File: src/hw/rtl/nv12cb_pkg.sv
package nv12cb_pkg;

  localparam int unsigned ColW     = 13;
  localparam int unsigned RowW     = 12;
  localparam int unsigned DimW     = 13;
  localparam int unsigned StrideW  = 14;
  localparam int unsigned BarW     = 3;
  localparam int unsigned NumW     = 16;

  localparam logic [DimW-1:0]    DefWidth   = 13'd1920;
  localparam logic [DimW-1:0]    DefHeight  = 13'd1080;
  localparam logic [DimW-1:0]    MaxWidth   = 13'd4096;
  localparam logic [DimW-1:0]    MaxRows    = 13'd4096;
  localparam logic [StrideW-1:0] MaxStride  = 14'd8192;
  localparam logic [StrideW-1:0] DefStride  = 14'd1920;
  localparam logic [7:0]         LumaPad    = 8'd16;
  localparam logic [7:0]         ChromaPad  = 8'd128;

  localparam logic [1:0] RegFrameWidth   = 2'd0;
  localparam logic [1:0] RegFrameHeight  = 2'd1;
  localparam logic [1:0] RegLumaStride   = 2'd2;
  localparam logic [1:0] RegChromaStride = 2'd3;

  typedef enum logic [1:0] {
    CompY = 2'd0,
    CompU = 2'd1,
    CompV = 2'd2
  } comp_e;

  typedef struct packed {
    logic [ColW-1:0] col;
    logic            chroma;
    logic            last_col;
    logic            last_row;
  } pos_t;

  typedef struct packed {
    logic [7:0] pixel_byte;
    logic       chroma_plane;
    logic       row_end;
    logic       frame_end;
  } res_t;

  function automatic logic [DimW-1:0] eff_width(input logic [DimW-1:0] w);
    logic [DimW-1:0] r;
    r = (w == '0) ? DefWidth : w;
    if (r > MaxWidth) r = MaxWidth;
    return r;
  endfunction

  function automatic logic [DimW-1:0] eff_height(input logic [DimW-1:0] h);
    logic [DimW-1:0] r;
    r = (h == '0) ? DefHeight : h;
    if (r > MaxRows) r = MaxRows;
    return r;
  endfunction

  function automatic logic [StrideW-1:0] eff_stride(input logic [StrideW-1:0] s,
                                                    input logic [DimW-1:0] w);
    logic [StrideW-1:0] r;
    r = (s > MaxStride) ? MaxStride : s;
    if (r < {1'b0, w}) r = {1'b0, w};
    return r;
  endfunction

  function automatic logic [7:0] bar_colour(input logic [BarW-1:0] bar, input comp_e comp);
    logic [7:0] y, u, v;
    case (bar)
      3'd0: begin y = 8'd235; u = 8'd128; v = 8'd128; end
      3'd1: begin y = 8'd210; u = 8'd16;  v = 8'd146; end
      3'd2: begin y = 8'd170; u = 8'd166; v = 8'd16;  end
      3'd3: begin y = 8'd145; u = 8'd54;  v = 8'd34;  end
      3'd4: begin y = 8'd106; u = 8'd202; v = 8'd222; end
      3'd5: begin y = 8'd81;  u = 8'd90;  v = 8'd240; end
      3'd6: begin y = 8'd41;  u = 8'd240; v = 8'd110; end
      default: begin y = 8'd16; u = 8'd128; v = 8'd128; end
    endcase
    case (comp)
      CompU:   return u;
      CompV:   return v;
      default: return y;
    endcase
  endfunction

endpackage

File: src/hw/rtl/nv12cb_counter.sv
module nv12cb_counter (
  input  logic                            clk_i,
  input  logic                            rst_ni,
  input  logic                            step_i,
  input  logic                            restart_i,
  input  logic [nv12cb_pkg::DimW-1:0]     width_i,
  input  logic [nv12cb_pkg::DimW-1:0]     height_i,
  input  logic [nv12cb_pkg::StrideW-1:0]  luma_stride_i,
  input  logic [nv12cb_pkg::StrideW-1:0]  chroma_stride_i,
  output nv12cb_pkg::pos_t                pos_o
);

  logic [nv12cb_pkg::ColW-1:0] col_q, col_d, col_cur;
  logic [nv12cb_pkg::RowW-1:0] row_q, row_d, row_cur;
  logic                        chroma_q, chroma_d, chroma_cur;
  logic [nv12cb_pkg::StrideW-1:0] stride;
  logic [nv12cb_pkg::DimW-1:0]    rows;
  logic [nv12cb_pkg::StrideW-1:0] col_inc;
  logic [nv12cb_pkg::DimW-1:0]    row_inc;
  logic last_col, last_row;

  always_comb begin
    col_cur    = restart_i ? '0 : col_q;
    row_cur    = restart_i ? '0 : row_q;
    chroma_cur = restart_i ? 1'b0 : chroma_q;
    if (chroma_cur) begin
      stride = nv12cb_pkg::eff_stride(chroma_stride_i, width_i);
      rows   = nv12cb_pkg::DimW'(({1'b0, height_i} + 14'd1) >> 1);
    end else begin
      stride = nv12cb_pkg::eff_stride(luma_stride_i, width_i);
      rows   = height_i;
    end
    col_inc  = {1'b0, col_cur} + 14'd1;
    row_inc  = {1'b0, row_cur} + 13'd1;
    last_col = (col_inc >= stride);
    last_row = (row_inc >= rows);

    col_d    = col_q;
    row_d    = row_q;
    chroma_d = chroma_q;
    if (step_i) begin
      if (!last_col) begin
        col_d    = col_inc[nv12cb_pkg::ColW-1:0];
        row_d    = row_cur;
        chroma_d = chroma_cur;
      end else begin
        col_d = '0;
        if (!last_row) begin
          row_d    = row_inc[nv12cb_pkg::RowW-1:0];
          chroma_d = chroma_cur;
        end else begin
          row_d    = '0;
          chroma_d = ~chroma_cur;
        end
      end
    end
  end

  always_ff @(posedge clk_i or negedge rst_ni) begin
    if (!rst_ni) begin
      col_q    <= '0;
      row_q    <= '0;
      chroma_q <= 1'b0;
    end else begin
      col_q    <= col_d;
      row_q    <= row_d;
      chroma_q <= chroma_d;
    end
  end

  assign pos_o.col      = col_cur;
  assign pos_o.chroma   = chroma_cur;
  assign pos_o.last_col = last_col;
  assign pos_o.last_row = last_row;

endmodule

File: src/hw/rtl/nv12cb_pixel.sv
module nv12cb_pixel (
  input  nv12cb_pkg::pos_t            pos_i,
  input  logic [nv12cb_pkg::DimW-1:0] width_i,
  output nv12cb_pkg::res_t            res_o
);

  logic [nv12cb_pkg::ColW-1:0] xb;
  logic [nv12cb_pkg::NumW-1:0] num;
  logic [nv12cb_pkg::NumW-1:0] thr [1:7];
  logic [nv12cb_pkg::BarW-1:0] bar;
  logic                        active;
  nv12cb_pkg::comp_e           comp;

  // bar = number of multiples k*w not above 8x
  always_comb begin
    xb  = pos_i.chroma ? {pos_i.col[nv12cb_pkg::ColW-1:1], 1'b0} : pos_i.col;
    num = {xb, 3'b000};
    bar = '0;
    for (int k = 1; k <= 7; k++) begin
      thr[k] = nv12cb_pkg::NumW'(width_i) * nv12cb_pkg::NumW'(k);
      if (num >= thr[k]) bar = bar + 3'd1;
    end
    active = ({1'b0, pos_i.col} < {1'b0, width_i});
    if (!pos_i.chroma)   comp = nv12cb_pkg::CompY;
    else if (pos_i.col[0]) comp = nv12cb_pkg::CompV;
    else                 comp = nv12cb_pkg::CompU;

    if (active)
      res_o.pixel_byte = nv12cb_pkg::bar_colour(bar, comp);
    else
      res_o.pixel_byte = pos_i.chroma ? nv12cb_pkg::ChromaPad : nv12cb_pkg::LumaPad;
    res_o.chroma_plane = pos_i.chroma;
    res_o.row_end      = pos_i.last_col;
    res_o.frame_end    = pos_i.last_col & pos_i.last_row & pos_i.chroma;
  end

endmodule

File: src/hw/rtl/nv12cb_out_skid.sv
module nv12cb_out_skid (
  input  logic             clk_i,
  input  logic             rst_ni,
  input  logic             in_valid_i,
  output logic             in_ready_o,
  input  nv12cb_pkg::res_t in_data_i,
  output logic             out_valid_o,
  input  logic             out_ready_i,
  output nv12cb_pkg::res_t out_data_o
);

  logic             out_valid_q, skid_valid_q;
  nv12cb_pkg::res_t out_q, skid_q;
  logic             in_beat;

  assign in_ready_o = ~skid_valid_q;
  assign in_beat    = in_valid_i & ~skid_valid_q;

  always_ff @(posedge clk_i or negedge rst_ni) begin
    if (!rst_ni) begin
      out_valid_q  <= 1'b0;
      skid_valid_q <= 1'b0;
    end else if (out_ready_i || !out_valid_q) begin
      out_valid_q  <= skid_valid_q | in_beat;
      skid_valid_q <= 1'b0;
    end else if (in_beat) begin
      skid_valid_q <= 1'b1;
    end
  end

  always_ff @(posedge clk_i) begin
    if (out_ready_i || !out_valid_q) begin
      out_q <= skid_valid_q ? skid_q : in_data_i;
    end else if (in_beat) begin
      skid_q <= in_data_i;
    end
  end

  assign out_valid_o = out_valid_q;
  assign out_data_o  = out_q;

endmodule

File: src/hw/rtl/nv12_color_bar_generator_core.sv
// NV12 colour bar pattern source, one byte per accepted input beat.
// Slave channel: s_axis_tdata[0] is the restart flag; a set flag starts a new
//   frame at luma row 0, column 0, otherwise the next byte of the frame follows.
// Master channel: tdata is the Y, U or V sample or padding byte, tuser[0] marks
//   the interleaved UV plane, tuser[1] the last byte of a row, tlast the last
//   byte of the frame (end of the UV plane).
// Configuration: cfg_index_i 0 width, 1 height, 2 luma stride, 3 chroma stride;
//   cfg_ready_o is always high. Writes apply from the next beat on.
// Each accepted beat's byte is registered. One beat is accepted every cycle
//   while s_axis_tready is high; position counters and the bar compare against the
//   seven multiples of the width sit between the input and the output register.
// A two-entry output buffer keeps s_axis_tready high for one more beat when the
//   receiver stalls, then drops it until the receiver takes the output beat.
// Reset clears the position to luma row 0, column 0 and loads 1920 x 1080 with
//   both strides at 1920.
module nv12_color_bar_generator_core (
  input  logic        clk_i,
  input  logic        rst_ni,
  input  logic        s_axis_tvalid,
  output logic        s_axis_tready,
  input  logic [7:0]  s_axis_tdata,   // [0] restart
  output logic        m_axis_tvalid,
  input  logic        m_axis_tready,
  output logic [7:0]  m_axis_tdata,   // [7:0] pixel_byte
  output logic [1:0]  m_axis_tuser,   // [0] chroma_plane, [1] row_end
  output logic        m_axis_tlast,   // frame_end
  input  logic        cfg_valid_i,
  output logic        cfg_ready_o,
  input  logic [1:0]  cfg_index_i,
  input  logic [13:0] cfg_data_i
);

  logic [nv12cb_pkg::DimW-1:0]    width_q, height_q;
  logic [nv12cb_pkg::StrideW-1:0] luma_stride_q, chroma_stride_q;
  logic [nv12cb_pkg::DimW-1:0]    width_eff, height_eff;
  logic                           in_beat;
  nv12cb_pkg::pos_t               pos;
  nv12cb_pkg::res_t               res, res_out;

  assign cfg_ready_o = 1'b1;

  always_ff @(posedge clk_i or negedge rst_ni) begin
    if (!rst_ni) begin
      width_q         <= nv12cb_pkg::DefWidth;
      height_q        <= nv12cb_pkg::DefHeight;
      luma_stride_q   <= nv12cb_pkg::DefStride;
      chroma_stride_q <= nv12cb_pkg::DefStride;
    end else if (cfg_valid_i) begin
      case (cfg_index_i)
        nv12cb_pkg::RegFrameWidth:   width_q         <= cfg_data_i[nv12cb_pkg::DimW-1:0];
        nv12cb_pkg::RegFrameHeight:  height_q        <= cfg_data_i[nv12cb_pkg::DimW-1:0];
        nv12cb_pkg::RegLumaStride:   luma_stride_q   <= cfg_data_i;
        nv12cb_pkg::RegChromaStride: chroma_stride_q <= cfg_data_i;
        default: ;
      endcase
    end
  end

  assign width_eff  = nv12cb_pkg::eff_width(width_q);
  assign height_eff = nv12cb_pkg::eff_height(height_q);
  assign in_beat    = s_axis_tvalid & s_axis_tready;

  nv12cb_counter u_counter (
    .clk_i,
    .rst_ni,
    .step_i          (in_beat),
    .restart_i       (s_axis_tdata[0]),
    .width_i         (width_eff),
    .height_i        (height_eff),
    .luma_stride_i   (luma_stride_q),
    .chroma_stride_i (chroma_stride_q),
    .pos_o           (pos)
  );

  nv12cb_pixel u_pixel (
    .pos_i   (pos),
    .width_i (width_eff),
    .res_o   (res)
  );

  nv12cb_out_skid u_out (
    .clk_i,
    .rst_ni,
    .in_valid_i  (s_axis_tvalid),
    .in_ready_o  (s_axis_tready),
    .in_data_i   (res),
    .out_valid_o (m_axis_tvalid),
    .out_ready_i (m_axis_tready),
    .out_data_o  (res_out)
  );

  assign m_axis_tdata = res_out.pixel_byte;
  assign m_axis_tuser = {res_out.row_end, res_out.chroma_plane};
  assign m_axis_tlast = res_out.frame_end;

endmodule

File: config.mk
export PLATFORM = sky130hd
export DESIGN_NAME = nv12_color_bar_generator_core
export DESIGN_NICKNAME = d
export VERILOG_FILES = /design/src/hw/rtl/nv12cb_pkg.sv /design/src/hw/rtl/nv12cb_counter.sv /design/src/hw/rtl/nv12cb_pixel.sv /design/src/hw/rtl/nv12cb_out_skid.sv /design/src/hw/rtl/nv12_color_bar_generator_core.sv
export SDC_FILE = /design/constraint.sdc
export NUM_CORES = 1
export LEC_CHECK = 0
export ABC_AREA = 1
export BUFFER_PORTS_ARGS = -buffer_cell sky130_fd_sc_hd__buf_2
export CAP_MARGIN = 20
export CORE_MARGIN = 10
export CORE_UTILIZATION = 65
export DETAILED_ROUTE_END_ITERATION = 10
export PLACE_DENSITY = 0.83
export SYNTH_ARGS = -nofsm -noshare
export SYNTH_HDL_FRONTEND = slang
export SYNTH_SLANG_ARGS = --single-unit
File: constraint.sdc
create_clock -name clk_i -period 9 [get_ports clk_i]
set_clock_uncertainty 0.15 [all_clocks]
set_input_delay 0.45 -clock clk_i [delete_from_list [all_inputs] [get_ports clk_i]]
set_output_delay 0.45 -clock clk_i [all_outputs]
set_load 0.03 [all_outputs]
==> impl_metrics.toml <==
[placed_design]
gp_congestion = 0.9238
io_buffers = 34
placed_area_um2 = 12200
hpwl_um = 22530

[cells_and_area]
syn_to_final_growth_pct = 7.018
final_cell_mix = "nand2_1 (310), inv_1 (225), ha_1 (198), o21ai_0 (146), nor2_1 (131)"
drive_gt1_share_pct = 9.300
final_util_pct = 70.26
multi_input_area_um2 = 7959
ff_latch_area_um2 = 2733
finalNetCount = 1894
fillers = 1396
antenna_cells = 0
final_common_cell = "nand2_1"
design_area_um2 = 12530

[critical_path]
cp-start-kind = "flop"
arrival_ns = 8.19
worstSetupEndpointType = "flop"
critPathMostFrequentCell = "nand2_1"
required_ns = 9.08
worstSetupPathType = "flop to flop"
path_max_fanout = 12
slowest_stage = "dfstp_2"
max_stage_delay_ns = 0.54

[timing]
fin_setup_tns_ns = 0
worstMarginPinSlew_ns = 1.020
timing.fmax_mhz = 123.3
hold_violations = 0
min_period_over_period_pct = 90.14
setup_viol = 0
rsz0062_at_grt = "false"
timing.final.crit_period_ns = 8.112
timing.hold.ws_ns = 0.1753
relSlewSlack_pct = 32.03
timing_max_transition_violations_final = 0

[min_path]
hold_class = "input pin to flop"

[yosys]
synth_ff_type = "dfrtp_1"
synth-seq-cells = 104
synth_area_um2 = 11710
yosys_warnings = 0
async_flop_share_pct = 78.85
ys_types = 57
synth.yosys.seq_area_share_pct = 23.33
synthCells = 1617
synth-edff-count = 22
syn_nets = 1860
postSynthAreaPerCell_um2 = 7.243

[clocking]
htreeDepth = 3
post_cts_buffers = 0
clockBufferDepth = 2
cts.sinks = 104
tritoncts = "built"
cts.clk_slew.worst_paths_ns = 0.08
insertion_delay_ns = 0.37
cts_inserted_buffers = 9
root_buffer = "clkbuf_16"

[global_route]
first_global_vias = 10604
antenna_found_initial = 0
grt_first_pass_wirelength_um = 49680
grt-ovfl-total = 0
globalRouteTotalUtil_pct = 24.54
grt_max_degree = 81

[power]
p_per_area_nw_per_um2 = 202.7
ir_drop_uv = 130.3
p_leak_nw = 6.597

[run]
max_cap_viol_count = 0

[routing]
drc = 0
totalWireLength_um = 29310
ant_nets = 0
drt_iter0_drc = 874
vias = 10920
wl_per_cell_um = 15.55
drt_first_pass_iters = 7
via_per_inst = 5.793

[floorplan]
pin_count = 43
chipHeight_um = 154.2
die_w_um = 154.2
rows = 49
core_um2 = 17840
die_area_um2 = 23790
start_util_pct = 65.65

[status]
outcome = "finished, final reports clean"
[worst max-delay path: cells and delay by family, from the launching register on]
| family | cells | cell delay, ns |
|---|---|---|
| DFF | 1 | 0.54 |
| and+or+nand+nor | 17 | 1.66 |
| buffers and inverters | 5 | 0.77 |
| adders and majority gates | 6 | 1.83 |
| AOI/OAI and AO/OA | 11 | 2.71 |
| xor gates and xnor gates | 2 | 0.28 |
[flip-flops by register name, summed over array words and instances (netlist names), 11 cells and up]
name,count
u_counter.row_q,12
luma_stride_q,14
width_q,13
u_out.skid_q,11
u_out.out_data_o,11
chroma_stride_q,14
u_counter.col_q,13
height_q,13
[power breakdown]
group | leakage, nW | internal [mW] | switching (mW)
Sequential | 1.22 | 0.592 | 0.0562
Combinational | 5.22 | 0.538 | 0.938
Clock | 0.152 | 0.202 | 0.215
[cells by family after synthesis]
kind of cell	Yosys count	synth area share (%)
other cells	1	0.03202
fa+ha+maj	214	23.89
flops	104	23.33
compound gates	345	16.50
buf+inv	270	8.781
simple gates	641	24.32
xor+xnor	42	3.141
[Yosys cell counts, types with 3 or more instances]
library cell / number / area [um2]
xor2_1: 33 / 289.0
a31oi_1: 9 / 56.30
nand3b_1: 3 / 22.52
inv_1: 225 / 844.6
a2111oi_0: 3 / 26.28
nand2_1: 312 / 1171
a211oi_1: 4 / 30.03
a21o_1: 6 / 45.04
nor2_2: 6 / 37.54
or2_2: 7 / 43.79
nor2_1: 132 / 495.5
inv_2: 7 / 26.28
nor4_1: 9 / 56.30
o211ai_1: 4 / 30.03
dfstp_2: 16 / 420.4
nand3_2: 13 / 130.1
o21ai_0: 146 / 730.7
fa_1: 16 / 320.3
o221ai_1: 6 / 52.55
nand2_2: 16 / 100.1
clkbuf_1: 31 / 116.4
o31ai_1: 5 / 37.54
ha_1: 198 / 2477
o21bai_1: 6 / 45.04
nand4_1: 32 / 200.2
a21oi_1: 114 / 570.6
nand3_1: 81 / 405.4
a21oi_2: 3 / 26.28
a31o_2: 3 / 26.28
o22ai_1: 17 / 106.4
xnor2_1: 9 / 78.83
o21ai_1: 6 / 30.03
nor3_1: 22 / 110.1
o21a_1: 3 / 22.52
edfxtp_1: 22 / 660.6
dfrtp_1: 66 / 1652
[per-stage QoR]
stage | power (mW) | std cells | setup WS, ns
floorplan | 1.764 | 1617 | 1.762
global placement | 2.026 | 1868 | 1.146
detailed placement | 2.097 | 1868 | 0.9203
CTS | 2.524 | 1885 | 0.8572
global route | 2.782 | 1885 | 0.07584
finish | 2.541 | 1885 | 0.8876
[worst paths after layout]
path | startpoint | end | slack (ns) | cells after the start
min in group asynchronous | rst_ni | u_out.out_valid_o | 0.26 | 2
max reg2reg | width_q[7] | u_out.out_data_o[3] | 0.89 | 41
min | s_axis_tvalid | u_out.out_valid_o | 0.18 | 3
min reg2reg | luma_stride_q[8] | luma_stride_q[8] | 0.34 | 2
max in group asynchronous | rst_ni | luma_stride_q[4] | 7.26 | 3
max | width_q[7] | u_out.out_data_o[3] | 0.89 | 41
[metal layers]
layer	wire length, um	GRT usage [%]
met3	1388	3.217
met5	0	0
met2	14210	42.46
met4	686	7.782
met1	13020	30.90
[cell type report]
cell class / count / share of cell area [%]
inverter: 235 / 7.057
tap: 229 / 2.286
timing repair buffer: 58 / 2.835
sequential: 104 / 21.80
multi-input combinational: 1243 / 63.50
clock inverter: 7 / 0.7287
clock buffer: 9 / 1.797
[repair_timing]
action	4_1_cts	5_1_grt
resized for setup	0	2
hold buffers	1	0
endpoints found under the hold margin	2	0
endpoints found under the setup margin	0	3
No activity file was read; power rests on OpenSTA's default activity.
